## config.mk

```make
export PLATFORM = sky130hd
export DESIGN_NAME = mscs_ctrl
export DESIGN_NICKNAME = d
export VERILOG_FILES = /design/src/sv/mscs_pkg.sv /design/src/sv/mscs_ctrl.sv
export VERILOG_INCLUDE_DIRS = /design/src /design/src/sv
export SDC_FILE = /design/constraint.sdc
export NUM_CORES = 1
export LEC_CHECK = 0
export BUFFER_PORTS_ARGS = -buffer_cell sky130_fd_sc_hd__buf_2
export CORE_UTILIZATION = 54
export CTS_BUF_LIST = sky130_fd_sc_hd__clkbuf_16
export DETAILED_ROUTE_END_ITERATION = 12
export GPL_TIMING_DRIVEN = 1
export HOLD_SLACK_MARGIN = 0.06
export PLACE_DENSITY = 0.78
export SYNTH_ARGS = -nofsm -noshare
export SYNTH_HDL_FRONTEND = slang
export SYNTH_SLANG_ARGS = --single-unit
```

## constraint.sdc

```tcl
create_clock -name clk -period 3.1 [get_ports clk]
set_clock_uncertainty 0.1 [all_clocks]
set_input_delay 0.465 -clock clk [delete_from_list [all_inputs] [get_ports clk]]
set_output_delay 0.465 -clock clk [all_outputs]
set_load 0.005 [all_outputs]
```

## src/sv/mpc_steering_candidate_search_defines.svh

```systemverilog
// assertion helpers used by the steering search controller
`ifndef MPC_STEERING_CANDIDATE_SEARCH_DEFINES_SVH
`define MPC_STEERING_CANDIDATE_SEARCH_DEFINES_SVH

// condition holds at every edge out of reset
`define MSCS_ASSERT_ALWAYS(label, cond, msg) \
    label: assert property (@(posedge clk) disable iff (!rst_n) (cond)) else $error(msg);

// consequence holds in the same cycle as the antecedent
`define MSCS_ASSERT_IMPLY(label, ante, cons, msg) \
    label: assert property (@(posedge clk) disable iff (!rst_n) (ante) |-> (cons)) \
        else $error(msg);

// consequence holds in the cycle after the antecedent
`define MSCS_ASSERT_NEXT(label, ante, cons, msg) \
    label: assert property (@(posedge clk) disable iff (!rst_n) (ante) |=> (cons)) \
        else $error(msg);

`endif

```

## src/sv/mscs_pkg.sv

```systemverilog
package mscs_pkg;

    localparam logic [1:0] REG_RATE  = 2'd0;
    localparam logic [1:0] REG_ANGLE = 2'd1;
    localparam logic [1:0] REG_IWB   = 2'd2;

    localparam logic [15:0] RATE_RST  = 16'd2048;
    localparam logic [14:0] ANGLE_RST = 15'd8192;
    localparam logic [15:0] IWB_RST   = 16'd24272;

    localparam logic [14:0] SPEED_FLOOR    = 15'd256;
    localparam logic [13:0] COEF_POINT_TWO = 14'd13107;

    // candidate order: -full, -half, zero, +half, +full
    localparam logic [2:0] CAND_NEG_FULL = 3'd0;
    localparam logic [2:0] CAND_NEG_HALF = 3'd1;
    localparam logic [2:0] CAND_ZERO     = 3'd2;
    localparam logic [2:0] CAND_POS_HALF = 3'd3;
    localparam logic [2:0] CAND_POS_FULL = 3'd4;
    localparam logic [2:0] CAND_LAST     = CAND_POS_FULL;

    localparam logic signed [39:0] MODEL_MAX_W = 40'sd2147483647;
    localparam logic signed [31:0] MODEL_MAX   = 32'sd2147483647;

    typedef struct packed {
        logic       load;
        logic       prep1;
        logic       prep2;
        logic       cand_init;
        logic       cand_mul;
        logic       cand_cost;
        logic       step_head;
        logic       step_mul;
        logic       step_lat;
        logic       step_sq;
        logic       cand_end;
        logic       commit;
        logic [2:0] cand;
        logic       first;
    } mscs_cmd_t;

    typedef struct packed {
        logic dt_zero;
    } mscs_stat_t;

    function automatic logic [63:0] sat_add64(input logic [63:0] a, input logic [63:0] b);
        logic [64:0] s;
        s = {1'b0, a} + {1'b0, b};
        return s[64] ? {64{1'b1}} : s[63:0];
    endfunction

    function automatic logic signed [31:0] sat_model(input logic signed [39:0] x);
        logic signed [31:0] r;
        if (x > MODEL_MAX_W)
            r = MODEL_MAX;
        else if (x < -MODEL_MAX_W)
            r = -MODEL_MAX;
        else
            r = x[31:0];
        return r;
    endfunction

endpackage

```

## src/sv/mscs_ctrl.sv

```systemverilog
`include "mpc_steering_candidate_search_defines.svh"

module mscs_ctrl #(
    parameter int HORIZON = 10
) (
    input  logic                  clk,
    input  logic                  rst_n,
    input  logic                  accept,
    input  logic                  out_free,
    input  mscs_pkg::mscs_stat_t  stat,
    output mscs_pkg::mscs_cmd_t   cmd,
    output logic                  in_ready
);

    localparam int STEP_W = (HORIZON > 1) ? $clog2(HORIZON) : 1;
    localparam logic [STEP_W-1:0] STEP_LAST = STEP_W'(HORIZON - 1);

    typedef enum logic [11:0] {
        ST_IDLE   = 12'b0000_0000_0001,
        ST_PREP1  = 12'b0000_0000_0010,
        ST_PREP2  = 12'b0000_0000_0100,
        ST_CINIT  = 12'b0000_0000_1000,
        ST_CMUL   = 12'b0000_0001_0000,
        ST_CCOST  = 12'b0000_0010_0000,
        ST_HEAD   = 12'b0000_0100_0000,
        ST_MUL    = 12'b0000_1000_0000,
        ST_LAT    = 12'b0001_0000_0000,
        ST_SQ     = 12'b0010_0000_0000,
        ST_CEND   = 12'b0100_0000_0000,
        ST_FINISH = 12'b1000_0000_0000
    } state_t;

    state_t            state_reg, state_next;
    logic [2:0]        cand_reg, cand_next;
    logic [STEP_W-1:0] step_reg, step_next;

    always_comb
    begin
        state_next = state_reg;
        cand_next  = cand_reg;
        step_next  = step_reg;
        unique case (state_reg)
            ST_IDLE:
                if (accept)
                    state_next = ST_PREP1;
            ST_PREP1:
                state_next = stat.dt_zero ? ST_FINISH : ST_PREP2;
            ST_PREP2:
            begin
                cand_next  = mscs_pkg::CAND_NEG_FULL;
                state_next = ST_CINIT;
            end
            ST_CINIT:
            begin
                step_next  = '0;
                state_next = ST_CMUL;
            end
            ST_CMUL:
                state_next = ST_CCOST;
            ST_CCOST:
                state_next = ST_HEAD;
            ST_HEAD:
                state_next = ST_MUL;
            ST_MUL:
                state_next = ST_LAT;
            ST_LAT:
                state_next = ST_SQ;
            ST_SQ:
                if (step_reg == STEP_LAST)
                    state_next = ST_CEND;
                else
                begin
                    step_next  = step_reg + 1'b1;
                    state_next = ST_HEAD;
                end
            ST_CEND:
                if (cand_reg == mscs_pkg::CAND_LAST)
                    state_next = ST_FINISH;
                else
                begin
                    cand_next  = cand_reg + 3'd1;
                    state_next = ST_CINIT;
                end
            ST_FINISH:
                if (out_free)
                    state_next = ST_IDLE;
            default:
                state_next = ST_IDLE;
        endcase
    end

    always_ff @(posedge clk or negedge rst_n)
    begin
        if (!rst_n)
        begin
            state_reg <= ST_IDLE;
            cand_reg  <= mscs_pkg::CAND_NEG_FULL;
            step_reg  <= '0;
        end
        else
        begin
            state_reg <= state_next;
            cand_reg  <= cand_next;
            step_reg  <= step_next;
        end
    end

    assign in_ready = (state_reg == ST_IDLE);

    always_comb
    begin
        cmd           = '0;
        cmd.load      = accept;
        cmd.prep1     = (state_reg == ST_PREP1);
        cmd.prep2     = (state_reg == ST_PREP2);
        cmd.cand_init = (state_reg == ST_CINIT);
        cmd.cand_mul  = (state_reg == ST_CMUL);
        cmd.cand_cost = (state_reg == ST_CCOST);
        cmd.step_head = (state_reg == ST_HEAD);
        cmd.step_mul  = (state_reg == ST_MUL);
        cmd.step_lat  = (state_reg == ST_LAT);
        cmd.step_sq   = (state_reg == ST_SQ);
        cmd.cand_end  = (state_reg == ST_CEND);
        cmd.commit    = (state_reg == ST_FINISH) && out_free;
        cmd.cand      = cand_reg;
        cmd.first     = (cand_reg == mscs_pkg::CAND_NEG_FULL);
    end

    `MSCS_ASSERT_ALWAYS(a_cand_range, cand_reg <= mscs_pkg::CAND_LAST, "candidate index out of range")
    `MSCS_ASSERT_ALWAYS(a_step_range, step_reg <= STEP_LAST, "horizon step out of range")
    `MSCS_ASSERT_NEXT(a_accept_prep, accept, state_reg == ST_PREP1, "accept did not start prep")
    `MSCS_ASSERT_IMPLY(a_commit_free, cmd.commit, out_free, "result committed over pending output")

endmodule

```

==> metrics.md, run 1 <==
| Metric | Value |
|---|---|
| ANT nets after route | `0` |
| Area growth, synth to finish | `15.6%` |
| Share of the synthesized area in the top cell type | `39.2%` |
| Worst path max stage delay | `600 ps` |
| Max layer used | `met4` |
| Resized cells post-CTS | `0` |
| Inst Count DP | `171` |
| CP top delay family | `simple AND/OR/NAND/NOR gates` |
| Combinational power share | `24.7%` |
| Row count | `16` |
| 1st-iter DRT viols | `11` |
| # hold bufs at CTS | `0` |
| Clk pin slew, worst setup/hold paths | `60 ps` |
| Clock network power share | `35.8%` |
| Synth cell types | `35` |
| Worst-Margin Slew | `622 ps` |
| Post-CTS setup buffers | `0` |
| Number of global-route vias before repair | `895` |
| Mapped Cells | `130` |
| Utilization after layout | `67.0%` |
| Clock root cell | `clkbuf_16` |
| Pwr Total | `0.000751 W` |
| Synth Flop Type | `dfrtp_1` |
| Crit-path max FO | `9` |
| Tcrit/Tclk final | `88.7%` |
| P_leak | `0.655 nW` |
| Final worst setup slack | `351 ps` |
| WL met3 | `64 um` |
| Register area share after synthesis | `41.5%` |
| Hold Vio Cnt, Final | `0` |
| Startpoint Class | `flop` |
| Drt wl/cell | `14.2 um` |
| Slew headroom | `58.2%` |
| HP Class | `in -> async` |
| Peak supply drop | `378 uV` |
| Net Switching | `0.000229 W` |
| Post-route minimum period | `2750 ps` |
| Final setup vio count | `0` |
| Die area | `2320 um2` |
| Initial core utilization | `58.0%` |
| Num CTS Buffers | `3` |
| Most frequent cells in the layout | `buf_2 (21), dfrtp_1 (18), inv_1 (10), nor4_1 (10), nand2b_1 (10)` |
| Met1 WL | `1.11 mm` |
| WP data required | `2530 ps` |
| Initial antenna violation count | `0` |
| Max FFs per register | `12` |
| Critical path arrival | `2180 ps` |
| Largest net degree at the start of global routing | `20` |
| Max Cap Violations | `0` |
| Cell breakdown of the critical path | `or4_4 > or3_1 > nor4_1 > buf_2` |
| Pre-CTS setup slack | `655 ps` |
| Layout cells sized above 1 | `20.9%` |
| Clock latency on the worst-skew pair | `250 ps` |
| RSZ-0062 raised after global routing | `false` |
| Slowest CP cell | `or4_4` |
| Max-slew violation count | `0` |
| First-pass GRT wire length | `3.80 mm` |
| CTS tree | `built` |
| Number of synthesized flops with an enable pin | `0` |
| Sequential share of power | `39.5%` |
| PD cells | `566 nW/um2` |
| N_diodes | `0` |
| Final Routed Wirelength | `2.48 mm` |
| First-pass DRT Iterations | `4` |
| Cell Area, Synth | `1150 um2` |
| Die Wd | `48.1 um` |
| Buf/Inv on CP | `1` |
| Synth async-reset ratio | `100%` |
| Syn_nets | `139` |
| GRT overflow | `0` |
| Total GRT Usage | `24.4%` |
| Clock buffer depth | `2` |
| DP HPWL | `1.75 mm` |
| CORE AREA | `1980 um2` |
| Met2 wire length | `1.26 mm` |
| IO Pins | `22` |
| Status | `completed` |
| Sw Ratio | `30.5%` |
| Synth area leaders | `dfrtp_1 (39%), nand2b_1 (5.4%), nor4_1 (5.4%)` |
| Critical path endpoint category | `output pin` |
| Post-synth top area cell | `dfrtp_1` |
| # nets final | `158` |
| DR DRC count | `0` |
| Critical path class | `reg -> out` |
| DIE HEIGHT | `48.1 um` |
| Yosys warning count | `0` |
| Fmax | `364 MHz` |
| Flops & latches, synth | `19` |
| Int Pwr | `0.000522 W` |
| Via density | `5.74` |
| Clock Sinks | `19` |
| GP Congestion | `0.776` |
| Most common cell after layout, fill and taps aside | `buf_2` |
| Post-route insts no fill | `175` |
| Mean Syn Cell Area | `8.84 um2` |
| I/O Buffers | `21` |
| # H-tree levels | `1` |
| Setup TNS | `0 ps` |
| Vias | `1005` |
-- final timing paths --
kind                                     startpoint                  endpoint  slack [ps]  cells after the start
setup / recovery           state_reg[5]$_DFFE_PN0P_                    cmd[7]         350                      4
hold / removal                                rst_n  state_reg[1]$_DFFE_PN0P_          50                      1
setup reg to reg           state_reg[5]$_DFFE_PN0P_  state_reg[1]$_DFFE_PN0P_         770                      5
hold reg to reg             cand_reg[0]$_DFFE_PN0P_   cand_reg[0]$_DFFE_PN0P_         440                      1
max in group asynchronous                     rst_n  state_reg[0]$_DFFE_PN1P_        2520                      1
min in group clk                               stat  state_reg[2]$_DFFE_PN0P_         280                      2
-- cell type report --
cell class / count / area [um2]
flip-flops and latches: 19 / 477
multi-input cells: 94 / 594
well taps: 27 / 33.8
repair buffers: 21 / 105
clock inverters: 1 / 5.00
inverters: 10 / 37.5
clock buffers: 3 / 75.1
fillers: 162 / 654
-- through the flow --
| stage | cell area, um2 | hold slack, ps |
|---|---|---|
| after floorplan | 1150 | 69.4 |
| after global placement | 1250 | 322 |
| after detailed placement | 1250 | 328 |
| after CTS | 1330 | 63.2 |
| after global routing | 1330 | 91.8 |
| final | 1330 | 51.3 |
-- synth_stat cells, drive strengths merged (3+ instances only) --
library cell and n:
buf 4, or3 6, dfrtp 18, nand3 3
a21oi 7, o21ai 5, nor3 6, nor2b 7
or2 3, a211oi 3, inv 10, nor2 4
nand2b 10, ha 4, nor4 10, clkbuf 3
nand2 9
-- kinds of logic after synthesis --
| family | share of synthesized area [%] |
|---|---|
| AOI/OAI and AO/OA | 13.2 |
| DFF | 41.5 |
| and+or+nand+nor | 32.7 |
| adders and majority gates | 4.36 |
| buffers and inverters | 6.75 |
| xor gates and xnor gates | 1.53 |
-- routing by layer --
layer,up-vias,global-route usage [%]
met5,-,0
met4,0,10.6
met3,5,3.33
met2,19,40.5
met1,480,31.8
li1,501,-
-- power by group through the flow --
stage | combinational [W] | clock, W | sequential, W
global route | 0.000211 | 0.000280 | 0.000299
detailed placement | 0.000184 | 0 | 0.000300
floorplan | 0.000153 | 0 | 0.000289
CTS | 0.000186 | 0.000271 | 0.000296
global placement | 0.000179 | 0 | 0.000299
finish | 0.000186 | 0.000269 | 0.000296
-- worst register-to-register path, cell delays in order, from the launching register on --
cell and delay (ps):
dfrtp_1 460, or4_4 600, or3_1 440, or3_4 430, a21oi_2 140, a21oi_1 40
(Power assumes the default switching activity.)
==> inputs of run 2 (changes only) <==
--- a/config.mk
+++ b/config.mk
@@ -6,13 +6,13 @@
 export SDC_FILE = /design/constraint.sdc
 export NUM_CORES = 1
 export LEC_CHECK = 0
-export BUFFER_PORTS_ARGS = -buffer_cell sky130_fd_sc_hd__buf_2
-export CORE_UTILIZATION = 54
+export CORE_UTILIZATION = 60
 export CTS_BUF_LIST = sky130_fd_sc_hd__clkbuf_16
 export DETAILED_ROUTE_END_ITERATION = 12
+export DONT_BUFFER_PORTS = 1
 export GPL_TIMING_DRIVEN = 1
 export HOLD_SLACK_MARGIN = 0.06
-export PLACE_DENSITY = 0.78
+export PLACE_DENSITY = 0.76
 export SYNTH_ARGS = -nofsm -noshare
 export SYNTH_HDL_FRONTEND = slang
 export SYNTH_SLANG_ARGS = --single-unit
==> metrics.md, run 2 (same netlist as run 1, synthesis figures left out) <==
| Metric | Value |
|---|---|
| Clock latency on the worst-skew pair | `250 ps (about the same)` |
| First-pass GRT wire length | `3.55 mm (-6.6%)` |
| Initial core utilization | `65.1% (+7.2 points)` |
| Max Cap Violations | `0 (unchanged)` |
| Die area | `2090 um2 (-9.6%)` |
| CORE AREA | `1760 um2 (-11%)` |
| Clock root cell | `clkbuf_16` |
| Post-route minimum period | `2720 ps (-25.8 ps)` |
| Initial antenna violation count | `0 (unchanged)` |
| P_leak | `0.555 nW (-15%)` |
| ANT nets after route | `0 (unchanged)` |
| # H-tree levels | `1 (unchanged)` |
| CTS tree | `built` |
| N_diodes | `0 (unchanged)` |
| Area growth, synth to finish | `7.08%` |
| Row count | `15 (-1)` |
| Final instance area | `1230 um2 (-7.4%)` |
| GRT overflow | `0 (unchanged)` |
| Die Wd | `45.8 um (-4.9%)` |
| Max-slew violation count | `0 (unchanged)` |
| DIE HEIGHT | `45.8 um (-4.9%)` |
| WP data required | `2530 ps (about the same)` |
| 1st-iter DRT viols | `23 (+12)` |
| Most frequent cells in the layout | `dfrtp_1 (18), inv_1 (10), nor4_1 (10), nand2b_1 (10), nand2_1 (9)` |
| DP HPWL | `1.61 mm (-8.0%)` |
| Largest net degree at the start of global routing | `20 (unchanged)` |
| Total GRT Usage | `23.9% (-0.50 points)` |
| Crit-path max FO | `9 (unchanged)` |
| Number of global-route vias before repair | `823 (-8.0%)` |
| Critical path class | `reg -> out` |
| Most common cell after layout, fill and taps aside | `dfrtp_1` |
| Setup TNS | `0 ps (unchanged)` |
| Num CTS Buffers | `3 (unchanged)` |
| Layout cells sized above 1 | `7.81% (-13 points)` |
| Status | `completed` |
| RSZ-0062 raised after global routing | `false` |
| Final Routed Wirelength | `2.17 mm (-12%)` |
| Clock Sinks | `19 (unchanged)` |
| Worst-Margin Slew | `856 ps (+235 ps)` |
| Utilization after layout | `69.7% (+2.7 points)` |
| IO Pins | `22 (unchanged)` |
| Vias | `898 (-11%)` |
| Startpoint Class | `flop` |
| Drt wl/cell | `14.2 um (+0.25%)` |
| Hold WS | `182 ps (+130 ps)` |
| Clock buffer depth | `2 (unchanged)` |
| Tcrit/Tclk final | `87.8% (-0.83 points)` |
| Hold Vio Cnt, Final | `0 (unchanged)` |
| Max FFs per register | `12 (unchanged)` |
| Clk pin slew, worst setup/hold paths | `60 ps (about the same)` |
| Inst Count DP | `148 (-13%)` |
| First-pass DRT Iterations | `4 (unchanged)` |
| Slew headroom | `42.7% (-15 points)` |
| DR DRC count | `0 (unchanged)` |
| DP Area | `1140 um2 (-8.6%)` |
| GP Congestion | `0.765 (-1.4%)` |
| PD cells | `594 nW/um2 (+4.9%)` |
| I/O Buffers | `0 (-100%)` |
| Final setup vio count | `0 (unchanged)` |
| HP Class | `in -> reg` |
| Fmax | `367 MHz (+0.95%)` |
| # nets final | `138 (-13%)` |
| Critical path endpoint category | `output pin` |
| Via density | `5.87 (+2.2%)` |
| Post-route insts no fill | `153 (-13%)` |
| Peak supply drop | `405 uV (+7.1%)` |
| Post-CTS setup buffers | `0 (unchanged)` |
| Critical path arrival | `2160 ps (-20 ps)` |
==> run 2: cell types whose count changed in the layout (fill, tap and decap cells not counted), sizes merged <==
cell,before,now
dlygate4sd3,0,1
buf,21,0
==> run 2: final timing paths <==
path                            depth (start not counted)                        to  slack (ps)                      from
worst max register to register                          5  state_reg[1]$_DFFE_PN0P_         760  state_reg[5]$_DFFE_PN0P_
worst min register to register                          1   step_reg[0]$_DFFE_PN0P_         430   step_reg[0]$_DFFE_PN0P_
min in group asynchronous                               1  state_reg[2]$_DFFE_PN0P_         670                     rst_n
worst min-delay path                                    1  state_reg[2]$_DFFE_PN0P_         180                      stat
worst max-delay path                                    3                    cmd[7]         380  state_reg[5]$_DFFE_PN0P_
max in group asynchronous                               1   cand_reg[1]$_DFFE_PN0P_        1700                     rst_n
==> run 2: through the flow <==
stage / worst slack [ps] / total power (W)
2_1_floorplan: 754 / 0.000441
3_3_place_gp: 692 / 0.000458
3_5_place_dp: 661 / 0.000463
4_1_cts: 386 / 0.000734
5_1_grt: 310 / 0.000775
6_report: 377 / 0.000730
==> run 2: critical path, stage by stage (launching register included) <==
cell,delay [ps]
dfrtp_1,460
or4_4,590
or3_1,450
nor4_1,410
==> run 2: what timing repair did <==
action                                 CTS  global route
endpoints found under the hold margin   19             0
hold buffers                             1             0
resized for setup                        0             0
==> run 2: cell type report <==
class                   instances  area (um2)
clock buffers                   3        75.1
inverters                      10        37.5
flip-flops and latches         19         477
well taps                      25        31.3
multi-input cells              94         594
fillers                       149         534
repair buffers                  1        10.0
clock inverters                 1        5.00
==> run 2: per-layer routing <==
metal	vias to the layer above	GRT usage (%)	routed length, um
li1	454	-	-
met2	19	36.3	1020
met5	-	0	0
met1	423	33.7	1060
met4	0	7.65	10
met3	2	5.56	77
==> run 2: power breakdown <==
group | internal [W] | switching (W) | total, W
registers | 0.000271 | 0.0000249 | 0.000296
logic | 0.0000673 | 0.000103 | 0.000170
clock network | 0.000173 | 0.0000915 | 0.000264
total | 0.000511 | 0.000219 | 0.000730
